--- config.mk ---
export PLATFORM = sky130hd
export DESIGN_NAME = slc_queue
export DESIGN_NICKNAME = d
export VERILOG_FILES = /design/src/rtl/slc_pkg.sv /design/src/rtl/slc_queue.sv
export SDC_FILE = /design/constraint.sdc
export NUM_CORES = 1
export LEC_CHECK = 0
export ABC_AREA = 1
export BUFFER_PORTS_ARGS = -buffer_cell sky130_fd_sc_hd__buf_2
export CAP_MARGIN = 20
export CORE_ASPECT_RATIO = 1.4
export CORE_MARGIN = 5
export CORE_UTILIZATION = 45
export DETAILED_ROUTE_END_ITERATION = 8
export GPL_TIMING_DRIVEN = 0
export PLACE_DENSITY = 0.78
export REMOVE_ABC_BUFFERS = 1
export SYNTH_ARGS = -nofsm -noshare
export SYNTH_HDL_FRONTEND = slang
export SYNTH_SLANG_ARGS = --single-unit
--- constraint.sdc ---
create_clock -name clk -period 5.7 [get_ports clk]
set_input_delay 0.285 -clock clk [delete_from_list [all_inputs] [get_ports clk]]
set_output_delay 0.285 -clock clk [all_outputs]
set_load 0.02 [all_outputs]
--- src/rtl/slc_pkg.sv ---
// Shared types and constants of the set-associative cache tag and LRU block.
// No dependencies; every other file of the block but the checker refers to this package.
package slc_pkg;

	localparam int ADDR_W     = 32;
	localparam int OFFSET_W   = 5;
	localparam int TAG_W      = ADDR_W - OFFSET_W;
	localparam int LINE_BYTES = 32;
	localparam int WAYS_CNT_W = 7;
	localparam int CFG_IDX_W  = 2;
	localparam int CFG_DATA_W = 5;

	localparam logic OP_LOAD  = 1'b0;
	localparam logic OP_STORE = 1'b1;

	localparam logic [1:0] PF_NONE   = 2'd0;
	localparam logic [1:0] PF_ALWAYS = 2'd1;
	localparam logic [1:0] PF_MISS   = 2'd2;

	localparam logic [CFG_IDX_W-1:0] REG_SET_LOG2  = 2'd0;
	localparam logic [CFG_IDX_W-1:0] REG_WAYS      = 2'd1;
	localparam logic [CFG_IDX_W-1:0] REG_NO_WALLOC = 2'd2;
	localparam logic [CFG_IDX_W-1:0] REG_PF_MODE   = 2'd3;

	// Classified access as it travels from the front end to the lookup engine.
	typedef struct packed {
		logic [ADDR_W-1:0] addr;
		logic              alloc;
		logic              pf_always;
		logic              pf_miss;
	} cmd_t;

	// Effective geometry after clamping of the configuration registers.
	typedef struct packed {
		logic [3:0]            set_lg;
		logic [WAYS_CNT_W-1:0] ways;
	} geom_t;

endpackage

--- src/rtl/slc_queue.sv ---
// Two-entry queue of classified accesses between front end and lookup engine.
// Depends on slc_pkg for the command type.
module slc_queue (
	input  logic          clk,
	input  logic          arst_n,
	input  logic          push_valid,
	output logic          push_ready,
	input  slc_pkg::cmd_t push_cmd,
	output logic          pop_valid,
	input  logic          pop_ready,
	output slc_pkg::cmd_t pop_cmd
);

	slc_pkg::cmd_t entry_q [2];
	logic          wr_ptr_q;
	logic          rd_ptr_q;
	logic [1:0]    count_q;
	logic          do_push;
	logic          do_pop;

	assign push_ready = (count_q != 2'd2);
	assign pop_valid  = (count_q != 2'd0);
	assign pop_cmd    = entry_q[rd_ptr_q];
	assign do_push    = push_valid && push_ready;
	assign do_pop     = pop_valid && pop_ready;

	always_ff @(posedge clk) begin
		if (do_push) entry_q[wr_ptr_q] <= push_cmd;
	end

	always_ff @(posedge clk or negedge arst_n) begin
		if (!arst_n) begin
			wr_ptr_q <= 1'b0;
			rd_ptr_q <= 1'b0;
			count_q  <= 2'd0;
		end else begin
			if (do_push) wr_ptr_q <= !wr_ptr_q;
			if (do_pop) rd_ptr_q <= !rd_ptr_q;
			count_q <= count_q + 2'(do_push) - 2'(do_pop);
		end
	end

endmodule

==> results of run 1 <==
[power groups by stage]
stage | Clock, mW | Combinational [mW] | Sequential, mW
final | 0.365 | 0.701 | 0.803
after global routing | 0.400 | 0.778 | 0.816
after CTS | 0.375 | 0.723 | 0.805
after detailed placement | 0 | 0.721 | 0.816
after global placement | 0 | 0.627 | 0.834
after floorplan | 0 | 0.421 | 0.812
[area by class of cell]
| type | instances | area (sq um) | area share |
|---|---|---|---|
| Clock buffer | 11 | 131.4 | 0.03781 |
| Clock inverter | 3 | 42.54 | 0.01224 |
| Inverter | 8 | 32.53 | 0.009363 |
| Multi-Input combinational cell | 125 | 508.0 | 0.1462 |
| Sequential cell | 74 | 2202 | 0.6338 |
| Tap cell | 72 | 90.09 | 0.02593 |
| Timing Repair Buffer | 79 | 467.9 | 0.1347 |
[final timing paths]
check | startpoint | to | slack [ps] | depth (start not counted)
max | rd_ptr_q | pop_cmd[17] | 3520 | 5
min | push_cmd[30] | entry_q[0][30] | 140 | 1
max reg2reg | count_q[1] | entry_q[1][1] | 4060 | 4
min reg2reg | count_q[0] | count_q[0] | 590 | 1
max in group asynchronous | arst_n | rd_ptr_q | 5270 | 2
min in group asynchronous | arst_n | wr_ptr_q | 310 | 2
[state kept, by name, summed over array words and instances (netlist names)]
register,count
count_q,2
entry_q,70
rd_ptr_q,1
wr_ptr_q,1
[through the flow]
step	util	instance area (sq um)	setup slack, ps
after floorplan	-	2730	3118
after global placement	0.5217	3196	2400
after detailed placement	0.5372	3291	3819
after CTS	0.5672	3475	3459
after global routing	0.5672	3475	3359
final	0.5672	3475	3519
[critical path, stage by stage (launching register included)]
cell and delay [ps]:
dfrtp_1 630, buf_16 290, inv_4 290, nand2_1 100
nand2_1 80, buf_2 160
[layer usage]
layer  GRT usage  up-vias
met4     0.08345        0
met1      0.1507      802
met5           0        -
li1            -      875
met2      0.2348       48
met3     0.03584       13
[cell families (layout without fill, tap and decap cells)]
kind of cell | after synthesis | in the layout | share of synthesized area
simple gates | 121 | 121 | 0.1666
flops | 74 | 74 | 0.7903
buf+inv | 15 | 101 | 0.03188
compound gates | 2 | 2 | 0.003589
fa+ha+maj | 1 | 1 | 0.004490
xor+xnor | 1 | 1 | 0.003144
[cell usage in the layout, fill, tap and decap left out, drive strengths merged]
master       count
ha               1
clkinvlp         1
buf             78
dfrtp            4
nand2          114
a21oi            1
clkinv           1
nand3            2
bufinv           1
nor2             5
clkbuf          11
edfxtp          70
inv              8
o21ai            1
xor2             1
dlygate4sd3      1
==> results.yml, run 1 <==
grt:
  first_global_vias: 1767
  grt_pass1_wl_microns: 8169
  grt.total_usage: 0.1360
  grt_antenna_before_repair: 0
  grt_start_max_net_pins: 37
  grt.overflow.total: 0
yosys:
  mappedNetlistArea_sq_um: 2786
  synth_seq_area_share: 0.7903
  synth-seq-cells: 74
  yosysMostFrequentCell: "nand2_1"
  synth_area_leader_cell: "edfxtp_1"
  ys.flop_type: "edfxtp_1"
  yosysTopAreaCellShare: 0.7544
  yosys-top-cells-count: "112 x nand2_1, 70 x edfxtp_1, 6 x inv_1"
  yosysUniqueCellTypes: 17
  async_flop_share: 0.05405
  synth_area_leaders: "edfxtp_1 75%, nand2_1 15%, dfrtp_1 3.6%"
  synth_warnings: 0
  syn_area_per_cell_sq_um: 13.02
  netlist_instances: 214
  synth_edf_count: 70
drt:
  vias_per_cell: 4.672
  met1Wirelength_microns: 1975
  routed_wl_microns: 5110
  wl_per_cell_microns: 13.74
  vias: 1738
  drc_errors: 0
  final_antenna_net_count: 0
  drtPass1Iterations: 4
  dr_wl_met3_microns: 244
  top_layer: "met4"
  drt_iter0_drc: 79
  wl_met2_microns: 2744
layout:
  fin_cells: 372
  nets: 337
  drive_gt1_frac: 0.3200
  syn2layout_area_growth_pct: 24.70
  antenna_cells: 0
  fillers: 539
worst_hold_path:
  hold_class: "input pin to flop"
pwr:
  p_switching_uw: 701.2
  cellPowerDensity_nw_per_um2: 537.8
  switching_share: 0.3753
  comb_power_share: 0.375
  power_mw: 1.869
  internal_power_mw: 1.167
  ir_worst_vdd_uv: 317.3
  p_leak_nw: 1.524
  pwr-share-clk: 0.195
  p_seq_frac: 0.430
clocking:
  cts-root-buf: "clkbuf_8"
  cts.sinks: 74
  clk_path_buf_depth: 2
  insertion_delay_ps: 330
  htree_levels: 3
  clkSlewWorstSetupHoldPaths_ps: 70
  cts_tree: "built"
  cts_setup_buffers: 0
  cts_buffers: 9
  cts_resized: 0
  cts_hold_buffers: 1
timing:
  clock_skew_ps: 7.563
  fmaxAchievable_mhz: 458.6
  worst_slew_pin_slew_ps: 677.4
  finalCritPeriodShare: 0.3826
  fin_crit_ps: 2181
  slew_viol_final: 0
  rsz0062_at_grt: "false"
  finalSetupViolations: 0
  fin_tns_setup_ps: 0
  hold_violations: 0
  slew_headroom: 0.5484
  whs_ps: 141.3
outcome:
  outcome: "completed"
floorplan:
  rows: 34
  fp.dieH_microns: 103.1
  start_util: 0.4549
  io_pins: 76
  die_x_microns: 76.51
  core_sq_um: 6126
  dieArea_sq_um: 7888
setup_path:
  path_class: "flop to primary output"
  crit_required_ps: 5410
  end_kind: "primary output"
  start_kind: "flop"
  arrival_ps: 1900
  critical_path.max_fanout: 36
placed_design:
  finalWeightedCongestion: 0.6435
  dp_cells: 357
  port_buffers: 75
  dp_hpwl_microns: 3540
run:
  maxCapViolations: 0
Power figures use the tool's default switching activity.
==> run 2: changes to the inputs <==
- PLACE_DENSITY: 0.78 -> 0.81
- clock period: 5.7 -> 1.85 ns (I/O delays scaled with it)
==> results.yml, run 2 (same netlist as run 1, synthesis figures left out) <==
floorplan:
  dieArea_sq_um: 7888
  fp.dieH_microns: 103.1
  die_x_microns: 76.51
  rows: 34
  start_util: 0.4549
  io_pins: 76
  core_sq_um: 6126
timing:
  whs_ps: 88.58
  finalSetupViolations: 0
  fmaxAchievable_mhz: 584.4
  clock_skew_ps: 6.257
  rsz0062_at_grt: "false"
  worst_slew_pin_slew_ps: 492.9
  slew_viol_final: 0
  hold_violations: 0
  slew_headroom: 0.6706
  fin_tns_setup_ps: 0
  fin_crit_ps: 1711
  finalCritPeriodShare: 0.9250
drt:
  drc_errors: 0
  drt_iter0_drc: 50
  drtPass1Iterations: 4
  vias_per_cell: 4.572
  routed_wl_microns: 5662
  final_antenna_net_count: 0
  wl_per_cell_microns: 13.84
  vias: 1870
placed_design:
  dp_hpwl_microns: 3475
  dp_cells: 357
  finalWeightedCongestion: 0.6781
  port_buffers: 75
  post_dp_cell_area_sq_um: 3291
layout:
  most-common-layout-cells: "112 x nand2_1, 75 x buf_2, 70 x edfxtp_1, 36 x dlygate4sd3_1, 9 x clkbuf_8"
  reg.largest.list: "entry_q (70), count_q (2)"
  syn2layout_area_growth_pct: 40.77
  final_cell_area_sq_um: 3923
  drive_gt1_frac: 0.2997
  largest_register: "entry_q"
  fin_cells: 409
  fillers: 454
  antenna_cells: 0
  mostFrequentLayoutCell: "nand2_1"
  largest_register_ffs: 70
  nets: 372
setup_path:
  start_kind: "flop"
  slowest_stage: "dfrtp_2"
  critical_path.max_fanout: 36
  path_class: "flop to primary output"
  worst_path_most_repeated_cell: "nand2_1"
  cpPeakStageDelay_ps: 550
  crit_required_ps: 1760
  worstPathCellList: "buf_16 -> inv_8 -> nand2_1 -> nand2_1 -> buf_2"
  arrival_ps: 1620
  end_kind: "primary output"
clocking:
  clk_path_buf_depth: 2
  htree_levels: 3
  cts_tree: "built"
  cts_setup_buffers: 0
  cts.sinks: 74
  insertion_delay_ps: 340
  cts-root-buf: "clkbuf_8"
  clkSlewWorstSetupHoldPaths_ps: 70
  cts_buffers: 9
grt:
  top_usage_layer: "met2"
  grt_use_met3: 0.04895
  grt.total_usage: 0.1538
  use_met2: 0.2797
  use_met1: 0.1687
  first_global_vias: 1989
  grt_pass1_wl_microns: 9356
  grt_start_max_net_pins: 37
  grt_antenna_before_repair: 0
  grt.overflow.total: 0
pwr:
  comb_power_share: 0.357
  internal_power_mw: 4.076
  switching_share: 0.3585
  cellPowerDensity_nw_per_um2: 1620
  pwr-share-clk: 0.255
  p_leak_nw: 1.714
  p_seq_frac: 0.389
  ir_worst_vdd_uv: 969.2
  p_switching_mw: 2.278
worst_hold_path:
  hold_class: "input pin to flop"
outcome:
  outcome: "completed"
run:
  maxCapViolations: 0
run 2: through the flow:
step / total power [mW] / worst slack [ps] / util
2_1_floorplan: 3.797 / -732.5 / -
3_3_place_gp: 4.510 / -1466 / 0.5217
3_5_place_dp: 4.734 / 191.5 / 0.5372
4_1_cts: 6.433 / 30.60 / 0.6399
5_1_grt: 6.744 / 7.850 / 0.6403
6_report: 6.353 / 138.8 / 0.6403
run 2: repair_timing:
item	4_1_cts	5_1_grt
endpoints found under the setup margin	35	31
hold buffers	36	0
gates resized for setup	2	1
hold endpoints to repair	74	0
run 2: power groups by stage:
stage,logic [mW],clock network [mW],registers [mW]
floorplan,1.30,0,2.50
global placement,1.94,0,2.57
detailed placement,2.23,0,2.50
CTS,2.30,1.66,2.47
global route,2.51,1.72,2.51
finish,2.27,1.62,2.47
run 2: final timing paths:
check                                 end        from  slack, ps  cells after the start
setup reg to reg           entry_q[1][11]  count_q[1]        230                      4
min in group asynchronous        wr_ptr_q      arst_n        110                      2
max in group asynchronous        rd_ptr_q      arst_n       1590                      2
hold / removal                   rd_ptr_q   pop_ready         90                      3
setup / recovery              pop_cmd[24]    rd_ptr_q        140                      5
hold reg to reg                count_q[0]  count_q[0]        600                      1
run 2: per-layer routing:
layer | part of all wire | vias to the layer above | wire, microns
li1 | - | 949 | -
met1 | 0.39 | 865 | 2232
met2 | 0.54 | 48 | 3050
met3 | 0.052 | 8 | 295
met4 | 0.015 | 0 | 84
met5 | 0 | - | 0
run 2: worst max-delay path, delay by kind of cell (launching register included):
kind | cells | cell delay [ps]
and+or+nand+nor | 2 | 160
buffers and inverters | 3 | 560
DFF | 1 | 550
run 2: layout make-up:
cell class,count,area [sq um],area share
inverter,8,37.54,0.009569
clock buffer,9,123.9,0.03158
tap,72,90.09,0.02297
sequential,74,2203,0.5617
timing repair buffer,114,818.3,0.2086
multi-input combinational,125,508.0,0.1295
clock inverter,7,141.4,0.03604
==> run 3: changes to the inputs <==
- CORE_UTILIZATION: 45 -> 46
- PLACE_DENSITY: 0.81 -> 0.82
==> results.yml, run 3 (same netlist as run 1, synthesis figures left out) <==
outcome:
  outcome: "completed"
pwr:
  pwr-share-clk: 0.173
  p_leak_nw: 1.663
  switching_share: 0.3877
  cellPowerDensity_nw_per_um2: 1508
  internal_power_mw: 3.510
  comb_power_share: 0.395
  p_seq_frac: 0.432
  power_mw: 5.732
  ir_worst_vdd_uv: 961.3
  p_switching_mw: 2.222
floorplan:
  fp.dieH_microns: 102.1
  core_sq_um: 5863
  die_x_microns: 75.78
  io_pins: 76
  dieArea_sq_um: 7736
  start_util: 0.4752
  rows: 33
setup_path:
  r2r-start: "count_q[1]"
  rr_endpoint: "entry_q[1][14]"
  critical_path.max_fanout: 19
  rrSetupSlack_ps: 120
  worstPathCellList: "nand2_2 -> nand2_2 -> nor2_4 -> buf_16"
  path_class: "flop to flop"
  end_kind: "flop"
  slowest_stage: "nor2_4"
  reg2regPathDepth: 4
  worst_path_most_repeated_cell: "nand2_2"
  cpPeakStageDelay_ps: 510
  start_kind: "flop"
  crit_required_ps: 1890
  arrival_ps: 1770
drt:
  vias_per_cell: 4.649
  final_antenna_net_count: 0
  drc_errors: 0
  vias: 1892
  drt_iter0_drc: 90
  wl_per_cell_microns: 14.46
  routed_wl_microns: 5886
  drtPass1Iterations: 4
layout:
  final_cell_area_sq_um: 3802
  largest_register_ffs: 70
  mostFrequentLayoutCell: "nand2_1"
  regArea_sq_um: 2203
  final_util: 0.6485
  antenna_cells: 0
  syn2layout_area_growth_pct: 36.46
  drive_gt1_frac: 0.2849
  most-common-layout-cells: "112 x nand2_1, 75 x buf_2, 70 x edfxtp_1, 36 x dlygate4sd3_1, 9 x clkbuf_8"
  reg.largest.list: "entry_q (70), count_q (2)"
  multi_input_area_sq_um: 508.0
  fillers: 454
  largest_register: "entry_q"
  nets: 372
worst_hold_path:
  worstHoldStart: "push_valid"
  min_path_cells: 3
  hold_class: "input pin to flop"
  whs_endpoint: "wr_ptr_q"
grt:
  grt_pass1_wl_microns: 9549
  grt.overflow.total: 0
  grt_antenna_before_repair: 0
  grt_start_max_net_pins: 37
  grt.total_usage: 0.1723
  first_global_vias: 2115
timing:
  slew_viol_final: 0
  clock_skew_ps: 7.473
  fin_crit_ps: 1731
  whs_ps: 78.54
  hold_violations: 0
  worst_slew_pin_slew_ps: 621.4
  rsz0062_at_grt: "false"
  worst_slack_ps: 118.6
  slew_headroom: 0.5847
  finalSetupViolations: 0
  finalCritPeriodShare: 0.9359
  fmaxAchievable_mhz: 577.6
clocking:
  cts.sinks: 74
  cts-root-buf: "clkbuf_8"
  clk_path_buf_depth: 2
  cts_setup_buffers: 0
  cts_tree: "built"
  clkSlewWorstSetupHoldPaths_ps: 70
  htree_levels: 3
  cts_buffers: 9
  insertion_delay_ps: 340
placed_design:
  pre_cts_slack_ps: 113.3
  finalWeightedCongestion: 0.6251
  post_dp_cell_area_sq_um: 3288
  dp_hpwl_microns: 3760
  port_buffers: 75
run:
  maxCapViolations: 0
run 3: layout make-up:
cell class | instances | share of cell area
inverters | 8 | 0.008555
clock inverters | 5 | 0.005594
well taps | 70 | 0.02303
flip-flops and latches | 74 | 0.5795
clock buffers | 11 | 0.03455
repair buffers | 114 | 0.2152
multi-input cells | 125 | 0.1336
run 3: worst max-delay path: cells and delay by family, from the launching register on:
family / cells / cell delay [ps]
and+or+nand+nor: 3 / 760
buffers and inverters: 1 / 240
DFF: 1 / 430
run 3: timing repair:
| item | CTS | global route |
|---|---|---|
| hold buffers | 36 | 0 |
| setup endpoints to repair | 35 | 0 |
| gates resized for setup | 1 | 0 |
| endpoints found under the hold margin | 74 | 0 |
run 3: metal layers:
layer / wire length [microns] / track usage / vias to the layer above
li1: - / - / 946
met1: 2100 / 0.1731 / 869
met2: 3347 / 0.3100 / 59
met3: 244 / 0.03346 / 18
met4: 193 / 0.1131 / 0
met5: 0 / 0 / -
run 3: worst max-delay path by stage:
stage,from,slack [ps],to,cells past startpoint
global route,rd_ptr_q,20,pop_cmd[7],4
floorplan,count_q[1],-730,entry_q[0][0],3
global placement,count_q[1],-1410,entry_q[0][1],3
detailed placement,count_q[1],110,entry_q[1][14],4
CTS,count_q[1],100,entry_q[1][14],4
finish,count_q[1],120,entry_q[1][14],4
run 3: stage by stage:
step	std cells	TNS, ps
after floorplan	207	-31280
after global placement	352	-77060
after detailed placement	355	0
after CTS	407	0
after global routing	407	0
final	407	0
run 3: power by group through the flow:
stage	combinational, mW	clock, mW	sequential (mW)
after CTS	2.30	1.03	2.48
after floorplan	1.30	0	2.50
final	2.26	0.992	2.48
after detailed placement	2.24	0	2.51
after global routing	2.50	1.11	2.52
after global placement	1.93	0	2.57
