==> src/rtl/slc_pkg.sv <==
// Shared types and constants of the set-associative cache tag and LRU block.
// No dependencies; every other file of the block but the checker refers to this package.
package slc_pkg;

	localparam int ADDR_W     = 32;
	localparam int OFFSET_W   = 5;
	localparam int TAG_W      = ADDR_W - OFFSET_W;
	localparam int LINE_BYTES = 32;
	localparam int WAYS_CNT_W = 7;
	localparam int CFG_IDX_W  = 2;
	localparam int CFG_DATA_W = 5;

	localparam logic OP_LOAD  = 1'b0;
	localparam logic OP_STORE = 1'b1;

	localparam logic [1:0] PF_NONE   = 2'd0;
	localparam logic [1:0] PF_ALWAYS = 2'd1;
	localparam logic [1:0] PF_MISS   = 2'd2;

	localparam logic [CFG_IDX_W-1:0] REG_SET_LOG2  = 2'd0;
	localparam logic [CFG_IDX_W-1:0] REG_WAYS      = 2'd1;
	localparam logic [CFG_IDX_W-1:0] REG_NO_WALLOC = 2'd2;
	localparam logic [CFG_IDX_W-1:0] REG_PF_MODE   = 2'd3;

	// Classified access as it travels from the front end to the lookup engine.
	typedef struct packed {
		logic [ADDR_W-1:0] addr;
		logic              alloc;
		logic              pf_always;
		logic              pf_miss;
	} cmd_t;

	// Effective geometry after clamping of the configuration registers.
	typedef struct packed {
		logic [3:0]            set_lg;
		logic [WAYS_CNT_W-1:0] ways;
	} geom_t;

endpackage

==> src/rtl/slc_if.sv <==
// Channel interfaces of the cache tag block: request, response and configuration.
// Depends on slc_pkg for field widths.
interface slc_req_if;
	logic                      valid;
	logic                      ready;
	logic                      operation;
	logic [slc_pkg::ADDR_W-1:0] address;
	modport source(output valid, operation, address, input ready);
	modport sink(input valid, operation, address, output ready);
endinterface


interface slc_cfg_if;
	logic                          valid;
	logic                          ready;
	logic [slc_pkg::CFG_IDX_W-1:0]  index;
	logic [slc_pkg::CFG_DATA_W-1:0] data;
	modport source(output valid, index, data, input ready);
	modport sink(input valid, index, data, output ready);
endinterface

==> src/rtl/slc_front.sv <==
// Front end: configuration registers, request acceptance and classification.
// Depends on slc_pkg and the channel interfaces in slc_if.sv.
module slc_front #(
	parameter int MAX_SETS = 512,
	parameter int MAX_WAYS = 16
) (
	input  logic            clk,
	input  logic            arst_n,
	slc_req_if.sink         req,
	slc_cfg_if.sink         cfg,
	input  logic            clearing,
	output logic            push_valid,
	input  logic            push_ready,
	output slc_pkg::cmd_t   push_cmd,
	output slc_pkg::geom_t  geom
);

	localparam int SET_LG_MAX = $clog2(MAX_SETS + 1) - 1;

	logic [3:0] set_log2_q;
	logic [4:0] ways_q;
	logic       no_walloc_q;
	logic [1:0] pf_mode_q;
	logic [1:0] mode;

	assign cfg.ready = 1'b1;

	always_ff @(posedge clk or negedge arst_n) begin
		if (!arst_n) begin
			set_log2_q  <= 4'd9;
			ways_q      <= 5'd16;
			no_walloc_q <= 1'b0;
			pf_mode_q   <= slc_pkg::PF_NONE;
		end else if (cfg.valid) begin
			unique case (cfg.index)
				slc_pkg::REG_SET_LOG2:  set_log2_q  <= cfg.data[3:0];
				slc_pkg::REG_WAYS:      ways_q      <= cfg.data[4:0];
				slc_pkg::REG_NO_WALLOC: no_walloc_q <= cfg.data[0];
				slc_pkg::REG_PF_MODE:   pf_mode_q   <= cfg.data[1:0];
				default: ;
			endcase
		end
	end

	always_comb begin
		if (32'(set_log2_q) > SET_LG_MAX) geom.set_lg = 4'(SET_LG_MAX);
		else geom.set_lg = set_log2_q;
		if (ways_q == 5'd0) geom.ways = slc_pkg::WAYS_CNT_W'(1);
		else if (32'(ways_q) > MAX_WAYS) geom.ways = slc_pkg::WAYS_CNT_W'(MAX_WAYS);
		else geom.ways = slc_pkg::WAYS_CNT_W'(ways_q);
	end

	// The unused prefetch code behaves as no prefetch.
	assign mode = (pf_mode_q == slc_pkg::PF_ALWAYS || pf_mode_q == slc_pkg::PF_MISS)
		? pf_mode_q : slc_pkg::PF_NONE;

	assign req.ready          = push_ready && !clearing;
	assign push_valid         = req.valid && !clearing;
	assign push_cmd.addr      = req.address;
	assign push_cmd.alloc     = !(mode == slc_pkg::PF_NONE && no_walloc_q
		&& req.operation == slc_pkg::OP_STORE);
	assign push_cmd.pf_always = (mode == slc_pkg::PF_ALWAYS);
	assign push_cmd.pf_miss   = (mode == slc_pkg::PF_MISS);

endmodule

==> src/flat_wrapper.sv <==
// flat-port wrapper written by rule: the top's interface ports become plain ports
module slc_front_flat 
#(
	parameter int MAX_SETS = 512,
	parameter int MAX_WAYS = 16
)
  (clk, arst_n, clearing, push_valid, push_ready, push_cmd, geom, req_valid, req_operation, req_address, req_ready, cfg_valid, cfg_index, cfg_data, cfg_ready);
  slc_req_if req_i ();
  slc_cfg_if cfg_i ();
  input  logic clk;
  input  logic arst_n;
  input  logic clearing;
  output logic push_valid;
  input  logic push_ready;
  output slc_pkg::cmd_t push_cmd;
  output slc_pkg::geom_t geom;
  input wire logic [$bits(req_i.valid)-1:0] req_valid;
  input wire logic [$bits(req_i.operation)-1:0] req_operation;
  input wire logic [$bits(req_i.address)-1:0] req_address;
  output wire logic [$bits(req_i.ready)-1:0] req_ready;
  input wire logic [$bits(cfg_i.valid)-1:0] cfg_valid;
  input wire logic [$bits(cfg_i.index)-1:0] cfg_index;
  input wire logic [$bits(cfg_i.data)-1:0] cfg_data;
  output wire logic [$bits(cfg_i.ready)-1:0] cfg_ready;
  assign req_i.valid = req_valid;
  assign req_i.operation = req_operation;
  assign req_i.address = req_address;
  assign req_ready = req_i.ready;
  assign cfg_i.valid = cfg_valid;
  assign cfg_i.index = cfg_index;
  assign cfg_i.data = cfg_data;
  assign cfg_ready = cfg_i.ready;
  slc_front #(.MAX_SETS(MAX_SETS), .MAX_WAYS(MAX_WAYS)) u_core (.clk(clk), .arst_n(arst_n), .req(req_i), .cfg(cfg_i), .clearing(clearing), .push_valid(push_valid), .push_ready(push_ready), .push_cmd(push_cmd), .geom(geom));
endmodule
==> config.mk <==
export PLATFORM = sky130hd
export DESIGN_NAME = slc_front_flat
export DESIGN_NICKNAME = d
export VERILOG_FILES = /design/src/rtl/slc_pkg.sv /design/src/rtl/slc_if.sv /design/src/rtl/slc_front.sv /design/src/flat_wrapper.sv
export SDC_FILE = /design/constraint.sdc
export NUM_CORES = 1
export LEC_CHECK = 0
export ABC_AREA = 1
export ABC_CLOCK_PERIOD_IN_PS = 1150
export BUFFER_PORTS_ARGS = -buffer_cell sky130_fd_sc_hd__buf_2
export CORE_AREA = 2 2 53 60
export CTS_CLUSTER_DIAMETER = 50
export DETAILED_ROUTE_END_ITERATION = 16
export DIE_AREA = 0 0 55 62
export PLACE_DENSITY = 0.85
export SETUP_SLACK_MARGIN = 0.15
export SLEW_MARGIN = 0
export SYNTH_ARGS = -nofsm -noshare
export SYNTH_HDL_FRONTEND = slang
export SYNTH_SLANG_ARGS = --single-unit
==> constraint.sdc <==
create_clock -name clk -period 1.15 [get_ports clk]
set_clock_uncertainty 0.1 [all_clocks]
set_input_delay 0.1725 -clock clk [delete_from_list [all_inputs] [get_ports clk]]
set_output_delay 0.1725 -clock clk [all_outputs]
set_load 0.05 [all_outputs]
==> flow_metrics.py, run 1 <==
metrics = {
    "run_status": {
        "status": "finished with violations",
        "violations": "negative setup slack",
    },
    "power_and_ir_drop": {
        "leakagePower_nw": 0.631,
        "irDropWorstVdd_mv": 0.722,
        "powerDensity_nw_per_um2": 1550,
    },
    "synth": {
        "synth.largest_area_cell": "buf_4",
        "avgSynthCellArea_sq_um": 7.64,
        "synth_xor_area_frac": 0,
        "synthAdderAreaFrac": 0.0260,
        "synth_mux_area_frac": 0,
        "synth_top_area_share": 0.281,
        "synth_cell_type_count": 17,
        "synth_simple_gate_area_frac": 0.280,
        "synth_top_family_by_area": "buffers and inverters",
        "synth_area_leaders": "buf_4 (28%), dfrtp_1 (23%), nand2_1 (11%), dfstp_2 (8.2%), nand4_1 (5.2%)",
        "synthCells": 126,
        "synth-compound-area-share": 0.00520,
        "synth_area_sq_um": 962,
        "ys_warn_count": 0,
        "yosysSeqAreaShare": 0.316,
        "ys_ff_latch": 12,
    },
    "drt": {
        "via_per_inst": 4.37,
        "final_antenna_net_count": 0,
        "drt-initial-drc-count": 2,
        "post_drt_wl_per_cell_um": 10.2,
        "drc": 0,
        "firstDrtPassIters": 4,
        "vias": 730,
        "wl_mm": 1.70,
    },
    "finish": {
        "regArea_sq_um": 304,
        "syn2layout_area_growth_pct": 27.7,
        "n_antenna_cell": 0,
        "nFillCells": 283,
        "stdcell_count": 167,
        "final_nets": 182,
        "multi_input_area_sq_um": 424,
        "design_area_sq_um": 1230,
        "drive_above_1_share": 0.571,
    },
    "sta": {
        "setup_ws_ns": -0.319,
        "hold_violations": 0,
        "whs_ns": 0.0220,
        "finalMaxSlewViolations": 0,
        "period_share": 1.28,
        "period_needed_ns": 1.47,
        "rsz0062_at_grt": "yes",
        "max_clock_freq_mhz": 681,
        "setup_viol": 12,
    },
    "clock_tree": {
        "root_buffer": "clkbuf_4",
        "htreeDepth": 1,
        "clk_latency_ns": 0.27,
        "cts_sinks": 12,
        "cts_buffers": 3,
        "clkTransAtPathRegs_ns": 0.08,
        "cts_tree": "built",
        "clockBufferDepth": 2,
    },
    "grt": {
        "antenna_found_initial": 0,
        "grt_usage": 0.112,
        "grt_max_degree": 17,
        "gr-total-overflow": 0,
        "grt_pass1_wl_mm": 2.70,
        "grt_pass1_vias": 682,
    },
    "placed_design": {
        "io_buffers": 27,
        "placed_cell_area_sq_um": 1000,
        "placed_cells": 159,
        "place_ws_ns": -0.0873,
        "hpwl_mm": 1.31,
        "gp_congestion": 0.734,
    },
    "critical_path": {
        "path_class": "flip-flop to output port",
        "crit_path_end_kind": "output port",
        "required_ns": 0.88,
        "crit_fanout": 3,
        "cp-start-kind": "flip-flop",
        "cp.arrival_ns": 1.20,
    },
    "hold_path": {
        "worstHoldPathType": "input pin to flip-flop",
    },
    "floorplan": {
        "rows": 21,
        "io_pins": 95,
        "die-area_sq_um": 3410,
        "coreArea_sq_um": 2890,
        "start_util": 0.333,
        "die_w_um": 55,
        "die_height_um": 62,
    },
    "run": {
        "max-cap-violations": 0,
    },
}
==> final timing paths <==
check | startpoint | to | slack (ns) | cells after the start
worst max-delay path | u_core.pf_mode_q[1] | push_cmd[2] | -0.32 | 3
worst min-delay path | cfg_data[4] | u_core.ways_q[4] | 0.02 | 3
worst max register to register | u_core.ways_q[4] | u_core.ways_q[4] | 0.13 | 4
worst min register to register | u_core.set_log2_q[0] | u_core.set_log2_q[0] | 0.37 | 2
max in group asynchronous | arst_n | u_core.ways_q[4] | 0.48 | 2
min in group asynchronous | arst_n | u_core.ways_q[2] | 0.20 | 2
==> area by class of cell <==
cell class,instances,area share
clock buffer,4,0.0295
timing repair buffer,42,0.301
inverter,13,0.0418
sequential,12,0.247
multi-input combinational,62,0.345
tap,34,0.0346
==> metal layers <==
layer  GRT usage  wire, um  vias to the layer above
met5           0         0                        -
met4      0.0697        30                        0
met3      0.0383       146                        3
met2       0.182       859                       28
met1       0.125       663                      332
li1            -         -                      367
==> power by group <==
group | switching, mW | internal [mW]
Clock | 0.141 | 0.192
Combinational | 0.580 | 0.427
Sequential | 0.0569 | 0.502
Total | 0.778 | 1.12
==> logic make-up (layout without fill, tap and decap cells) <==
logic type,count (synthesis),count (layout)
simple gates,56,56
fa+ha+maj,2,2
other cells,2,3
buf+inv,53,59
compound gates,1,1
flops,12,12
==> Yosys cell counts <==
library cell  instances
nor2_4                1
nand3_4               1
conb_1                2
a21oi_1               1
nand2_1              29
nand4_1               8
dfrtp_1               9
buf_4                36
ha_1                  2
buf_6                 2
inv_1                12
nand3_1               8
nor2_1                8
inv_4                 1
clkbuf_1              2
nand2_4               1
dfstp_2               3
==> cell usage in the layout, fill, tap and decap left out, types with 3 or more instances in the layout <==
| master | n |
|---|---|
| conb_1 | 3 |
| dfstp_2 | 3 |
| clkbuf_4 | 3 |
| nand2_1 | 21 |
| inv_1 | 7 |
| buf_6 | 12 |
| nand2_2 | 4 |
| buf_8 | 6 |
| nor2_2 | 5 |
| nand2_4 | 5 |
| nand4_1 | 8 |
| buf_4 | 8 |
| inv_2 | 5 |
| dfrtp_1 | 9 |
| buf_2 | 15 |
| nand3_1 | 6 |
==> per-stage QoR <==
stage / setup TNS [ns] / power (mW) / util
finish: -3.04 / 1.90 / 0.425
global route: -3.61 / 2.02 / 0.425
CTS: -3.16 / 1.89 / 0.417
detailed placement: -0.220 / 1.34 / 0.348
global placement: -0.176 / 1.32 / 0.348
floorplan: 0 / 1.47 / -
==> repair_timing <==
action | 4_1_cts | 5_1_grt
setup endpoints to repair | 12 | 14
endpoints found under the hold margin | 12 | 0
pin swaps | 7 | 2
buffers inserted | 3 | 0
gates resized for setup | 38 | 7
hold buffers | 1 | 0
==> sequential cells by signal, summed over array words and instances (netlist names) <==
name / count
u_core.no_walloc_q: 1
u_core.set_log2_q: 4
u_core.ways_q: 5
u_core.pf_mode_q: 2
==> critical path, cell delays in order, from the launching register on <==
cell and delay [ns]:
dfrtp_1 0.43, ha_4 0.29, nand3_4 0.05, buf_8 0.15
Power figures use the tool's default switching activity.
==> run 2: changes to the inputs <==
--- a/config.mk
+++ b/config.mk
@@ -13,7 +13,7 @@
 export DETAILED_ROUTE_END_ITERATION = 16
 export DIE_AREA = 0 0 55 62
 export PLACE_DENSITY = 0.85
-export SETUP_SLACK_MARGIN = 0.15
+export SETUP_SLACK_MARGIN = 0.05
 export SLEW_MARGIN = 0
 export SYNTH_ARGS = -nofsm -noshare
 export SYNTH_HDL_FRONTEND = slang
==> run 2 against run 1 <==
Register-to-register slack better by 0.06 ns. Setup slack better by 0.0045 ns. Wire length fell by 4.7%. Hold slack gained 0.0034 ns. Combinational power about the same. Non-clock buffer count unchanged. Largest power group unchanged. Fmax grew 0.30%. Critical endpoint unchanged. Clock power fell by 1%. The run still ends with negative setup slack left. First-iteration DRC count grew to 3.5 times the previous value. Sequential cell count unchanged. Critical path type unchanged.
==> flow_metrics.py, run 2 (same netlist as run 1, synthesis figures left out) <==
metrics = {
    "run_status": {
        "status": "finished with violations",
        "violations": "negative setup slack",
    },
    "drt": {
        "vias": 727,
        "firstDrtPassIters": 4,
        "drc": 0,
        "dr.max_layer_used": "met4",
        "post_drt_wl_per_cell_um": 9.69,
        "wl_met1_um": 677,
        "dr_wl_met3_um": 129,
        "via_per_inst": 4.35,
        "final_antenna_net_count": 0,
        "wl_mm": 1.62,
        "drt-initial-drc-count": 7,
        "route.met2.wl_um": 802,
    },
    "finish": {
        "design_area_sq_um": 1220,
        "fin_util": 0.421,
        "largest_reg_flops": 5,
        "biggestRegsByFlops": "u_core.ways_q: 5 flops, u_core.set_log2_q: 4 flops, u_core.pf_mode_q: 2 flops",
        "final_nets": 182,
        "n_antenna_cell": 0,
        "top_register": "u_core.ways_q",
        "stdcell_count": 167,
        "drive_above_1_share": 0.541,
        "layout_commonest_cell": "nand2_1",
        "final_cell_mix": "nand2_1 (24), buf_2 (15), buf_4 (10)",
        "syn2layout_area_growth_pct": 26.5,
    },
    "grt": {
        "grt_max_degree": 13,
        "antenna_found_initial": 0,
        "grt_pass1_vias": 636,
        "grt_pass1_wl_mm": 2.61,
        "grt_usage": 0.106,
        "gr-total-overflow": 0,
    },
    "clock_tree": {
        "clockBufferDepth": 2,
        "cts_sinks": 12,
        "root_buffer": "clkbuf_4",
        "htreeDepth": 1,
        "cts_tree": "built",
        "clkTransAtPathRegs_ns": 0.07,
        "cts_buffers": 3,
        "clk_latency_ns": 0.27,
    },
    "hold_path": {
        "holdPathStages": 3,
        "worstHoldPathType": "input pin to flip-flop",
    },
    "power_and_ir_drop": {
        "irDropWorstVdd_mv": 0.727,
        "leakagePower_nw": 0.622,
        "powerDensity_nw_per_um2": 1540,
    },
    "placed_design": {
        "place_ws_ns": -0.0845,
        "placed_cell_area_sq_um": 980,
        "io_buffers": 27,
        "gp_congestion": 0.746,
        "hpwl_mm": 1.26,
        "placed_cells": 159,
    },
    "critical_path": {
        "reg2reg_depth": 4,
        "cp.arrival_ns": 1.19,
        "critPathBufInv": 1,
        "crit_path_cell_trace": "ha_4, nand3_4, buf_8",
        "slowest_delay_ns": 0.42,
        "cp_slowest_cell": "dfrtp_1",
        "cp-start-kind": "flip-flop",
        "path_delay_family": "flip-flops",
        "crit_fanout": 3,
        "crit_path_end_kind": "output port",
        "required_ns": 0.88,
        "cp.depth": 3,
        "path_class": "flip-flop to output port",
    },
    "floorplan": {
        "die_height_um": 62,
        "die-area_sq_um": 3410,
        "coreArea_sq_um": 2890,
        "start_util": 0.333,
        "io_pins": 95,
        "rows": 21,
        "die_w_um": 55,
    },
    "sta": {
        "setup_tns_ns": -2.96,
        "setup_viol": 12,
        "setup_ws_ns": -0.314,
        "hold_violations": 0,
        "finalMaxSlewViolations": 0,
        "period_share": 1.27,
        "rsz0062_at_grt": "yes",
        "period_needed_ns": 1.46,
        "max_clock_freq_mhz": 683,
    },
    "run": {
        "max-cap-violations": 0,
    },
}
[run 2: path summary, 6_finish.rpt]
kind	from	end	slack, ns
worst max-delay path	u_core.pf_mode_q[1]	push_cmd[2]	-0.31
worst min-delay path	cfg_data[4]	u_core.ways_q[4]	0.03
worst max register to register	u_core.pf_mode_q[0]	u_core.pf_mode_q[0]	0.19
worst min register to register	u_core.set_log2_q[0]	u_core.set_log2_q[0]	0.37
max in group asynchronous	arst_n	u_core.ways_q[4]	0.47
min in group asynchronous	arst_n	u_core.ways_q[0]	0.21
[run 2: layout make-up]
class | count | area [sq um]
multi-input combinational | 62 | 409
timing repair buffer | 42 | 374
clock buffer | 4 | 36.3
inverter | 13 | 51.3
tap | 34 | 42.5
fill | 304 | 1670
sequential | 12 | 304
[run 2: where the power goes]
group	leakage (nW)	internal (mW)	switching, mW	total [mW]
combinational	0.457	0.421	0.567	0.987
clock	0.0210	0.192	0.138	0.330
sequential	0.144	0.502	0.0573	0.559
[run 2: repair_timing]
| item | in CTS | in global routing |
|---|---|---|
| endpoints found under the hold margin | 12 | 0 |
| pin swaps | 6 | 6 |
| buffers inserted | 0 | 3 |
| hold buffers | 1 | 0 |
| gates resized for setup | 43 | 8 |
| setup endpoints to repair | 12 | 12 |
[run 2: tightest hold or removal path, cell delays in order]
cell and delay, ns:
buf_2 0.09, nand4_1 0.08, nand2_1 0.05
[run 2: routing by layer]
layer | GRT usage | vias up
met5 | 0 | -
li1 | - | 363
met3 | 0.0287 | 2
met1 | 0.131 | 342
met4 | 0.0453 | 0
met2 | 0.172 | 20
[run 2: metrics by stage]
stage | total power [mW] | hold WS (ns)
floorplan | 1.41 | -0.223
finish | 1.88 | 0.0253
global route | 2.00 | 0.0231
CTS | 1.82 | 0.0193
global placement | 1.28 | -0.0409
detailed placement | 1.29 | -0.0342
==> run 3: changes to the inputs <==
--- a/config.mk
+++ b/config.mk
@@ -8,12 +8,11 @@
 export ABC_AREA = 1
 export ABC_CLOCK_PERIOD_IN_PS = 1150
 export BUFFER_PORTS_ARGS = -buffer_cell sky130_fd_sc_hd__buf_2
-export CORE_AREA = 2 2 53 60
+export CORE_AREA = 2 2 65 49
 export CTS_CLUSTER_DIAMETER = 50
 export DETAILED_ROUTE_END_ITERATION = 16
-export DIE_AREA = 0 0 55 62
-export PLACE_DENSITY = 0.85
-export SETUP_SLACK_MARGIN = 0.05
+export DIE_AREA = 0 0 67 51
+export PLACE_DENSITY = 0.86
 export SLEW_MARGIN = 0
 export SYNTH_ARGS = -nofsm -noshare
 export SYNTH_HDL_FRONTEND = slang
==> run 3 against run 2 <==
The run still ends with negative setup slack left. Total power grew 2.3%. Cell area shrank 2.0%. Non-clock buffer count decreased by 3. Largest power group unchanged.
==> flow_metrics.py, run 3 (same netlist as run 1, synthesis figures left out) <==
metrics = {
    "run_status": {
        "status": "finished with violations",
        "violations": "negative setup slack",
    },
    "hold_path": {
        "min-delay-start": "cfg_data[4]",
        "holdPathStages": 3,
        "worstHoldPathType": "input pin to flip-flop",
        "holdPathEnd": "u_core.ways_q[4]",
    },
    "placed_design": {
        "hpwl_mm": 1.27,
        "gp_congestion": 0.717,
        "io_buffers": 27,
    },
    "critical_path": {
        "path_class": "flip-flop to output port",
        "worstReg2RegEnd": "u_core.pf_mode_q[1]",
        "reg2reg_depth": 4,
        "slowest_delay_ns": 0.41,
        "crit_path_end_kind": "output port",
        "cp-start-kind": "flip-flop",
        "crit_fanout": 2,
        "cp_slowest_cell": "dfrtp_1",
        "required_ns": 0.88,
        "crit_path_cell_trace": "ha_4, nand3_4, buf_8",
        "cp.arrival_ns": 1.13,
        "r2r_slack_ns": 0.17,
        "rr_startpoint": "u_core.pf_mode_q[1]",
    },
    "floorplan": {
        "die_w_um": 67,
        "start_util": 0.333,
        "die-area_sq_um": 3420,
        "io_pins": 95,
        "rows": 17,
        "die_height_um": 51,
        "coreArea_sq_um": 2890,
    },
    "sta": {
        "finalMaxSlewViolations": 0,
        "setup_ws_ns": -0.255,
        "period_share": 1.22,
        "setup_viol": 12,
        "period_needed_ns": 1.41,
        "rsz0062_at_grt": "yes",
        "hold_violations": 0,
        "max_clock_freq_mhz": 712,
    },
    "grt": {
        "grt_usage": 0.116,
        "grt_max_degree": 17,
        "grt_pass1_wl_mm": 2.94,
        "gr-total-overflow": 0,
        "grt_pass1_vias": 679,
        "antenna_found_initial": 0,
    },
    "drt": {
        "drt-initial-drc-count": 11,
        "firstDrtPassIters": 4,
        "via_per_inst": 4.40,
        "final_antenna_net_count": 0,
        "vias": 740,
        "post_drt_wl_per_cell_um": 10.8,
        "wl_mm": 1.81,
        "drc": 0,
    },
    "power_and_ir_drop": {
        "powerDensity_nw_per_um2": 1610,
        "irDropWorstVdd_mv": 0.651,
        "leakagePower_nw": 0.605,
        "power_mw": 1.92,
    },
    "finish": {
        "n_antenna_cell": 0,
        "largest_reg_flops": 5,
        "regArea_sq_um": 304,
        "top_register": "u_core.ways_q",
        "drive_above_1_share": 0.515,
        "multi_input_area_sq_um": 399,
        "layout_commonest_cell": "nand2_1",
        "biggestRegsByFlops": "u_core.ways_q: 5 flops, u_core.set_log2_q: 4 flops, u_core.pf_mode_q: 2 flops",
        "final_cell_mix": "nand2_1 (24), buf_2 (15), buf_8 (9), buf_4 (9), dfrtp_1 (9)",
        "final_nets": 179,
        "fin_util": 0.413,
        "syn2layout_area_growth_pct": 24.1,
        "nFillCells": 309,
    },
    "run": {
        "max-cap-violations": 0,
    },
    "clock_tree": {
        "root_buffer": "clkbuf_8",
        "htreeDepth": 1,
        "clockBufferDepth": 2,
        "cts_sinks": 12,
        "cts_tree": "built",
        "clkTransAtPathRegs_ns": 0.05,
        "cts_buffers": 3,
        "clk_latency_ns": 0.23,
    },
}
run 3: metal layers:
metal	global-route usage	wire length, um	vias to the layer above
li1	-	-	361
met1	0.136	731	347
met2	0.190	920	30
met3	0.0639	156	2
met4	0.0170	4	0
met5	0	0	-
run 3: area by class of cell:
class / instances / area share
Multi-Input combinational cell: 62 / 0.334
Timing Repair Buffer: 39 / 0.288
Sequential cell: 12 / 0.255
Inverter: 13 / 0.0451
Tap cell: 38 / 0.0398
Clock buffer: 4 / 0.0377
run 3: how the worst max path moves through the flow:
stage / start / endpoint / slack (ns) / depth (start not counted)
after floorplan: u_core.ways_q[4] / geom[1] / -0.16 / 1
after global placement: u_core.pf_mode_q[0] / push_cmd[2] / -0.11 / 4
after detailed placement: u_core.pf_mode_q[0] / push_cmd[2] / -0.13 / 4
after CTS: u_core.pf_mode_q[1] / push_cmd[1] / -0.26 / 4
after global routing: u_core.pf_mode_q[1] / push_cmd[2] / -0.31 / 3
final: u_core.pf_mode_q[1] / push_cmd[2] / -0.26 / 3
run 3: report_power, final:
group	total, mW	internal, mW	leakage (nW)	switching, mW
logic	0.962	0.398	0.439	0.563
registers	0.570	0.504	0.144	0.0658
clock network	0.389	0.243	0.0228	0.145
run 3: repair_timing:
item / CTS / global route
cloned: 0 / 0
endpoints found under the hold margin: 12 / 0
buffers inserted: 3 / 2
hold buffers: 1 / 0
pin swaps: 5 / 5
gates resized for setup: 42 / 13
endpoints found under the setup margin: 12 / 12
run 3: critical path: cells and delay by family, from the launching register on:
kind,cells,cell delay (ns)
adder cells (fa/ha/maj),1,0.29
buffers and inverters,1,0.15
flip-flops,1,0.41
AND/OR/NAND/NOR,1,0.06
run 3: stage by stage:
step / hold slack, ns / instance area, sq um / std cells / setup slack, ns / TNS [ns]
after floorplan: -0.223 / 991 / 127 / -0.156 / -0.715
after global placement: -0.0366 / 917 / 158 / -0.114 / -0.229
after detailed placement: -0.0269 / 917 / 158 / -0.126 / -0.275
after CTS: 0.0521 / 1130 / 166 / -0.260 / -2.46
after global routing: 0.0617 / 1190 / 168 / -0.311 / -3.01
final: 0.0589 / 1190 / 168 / -0.255 / -2.47
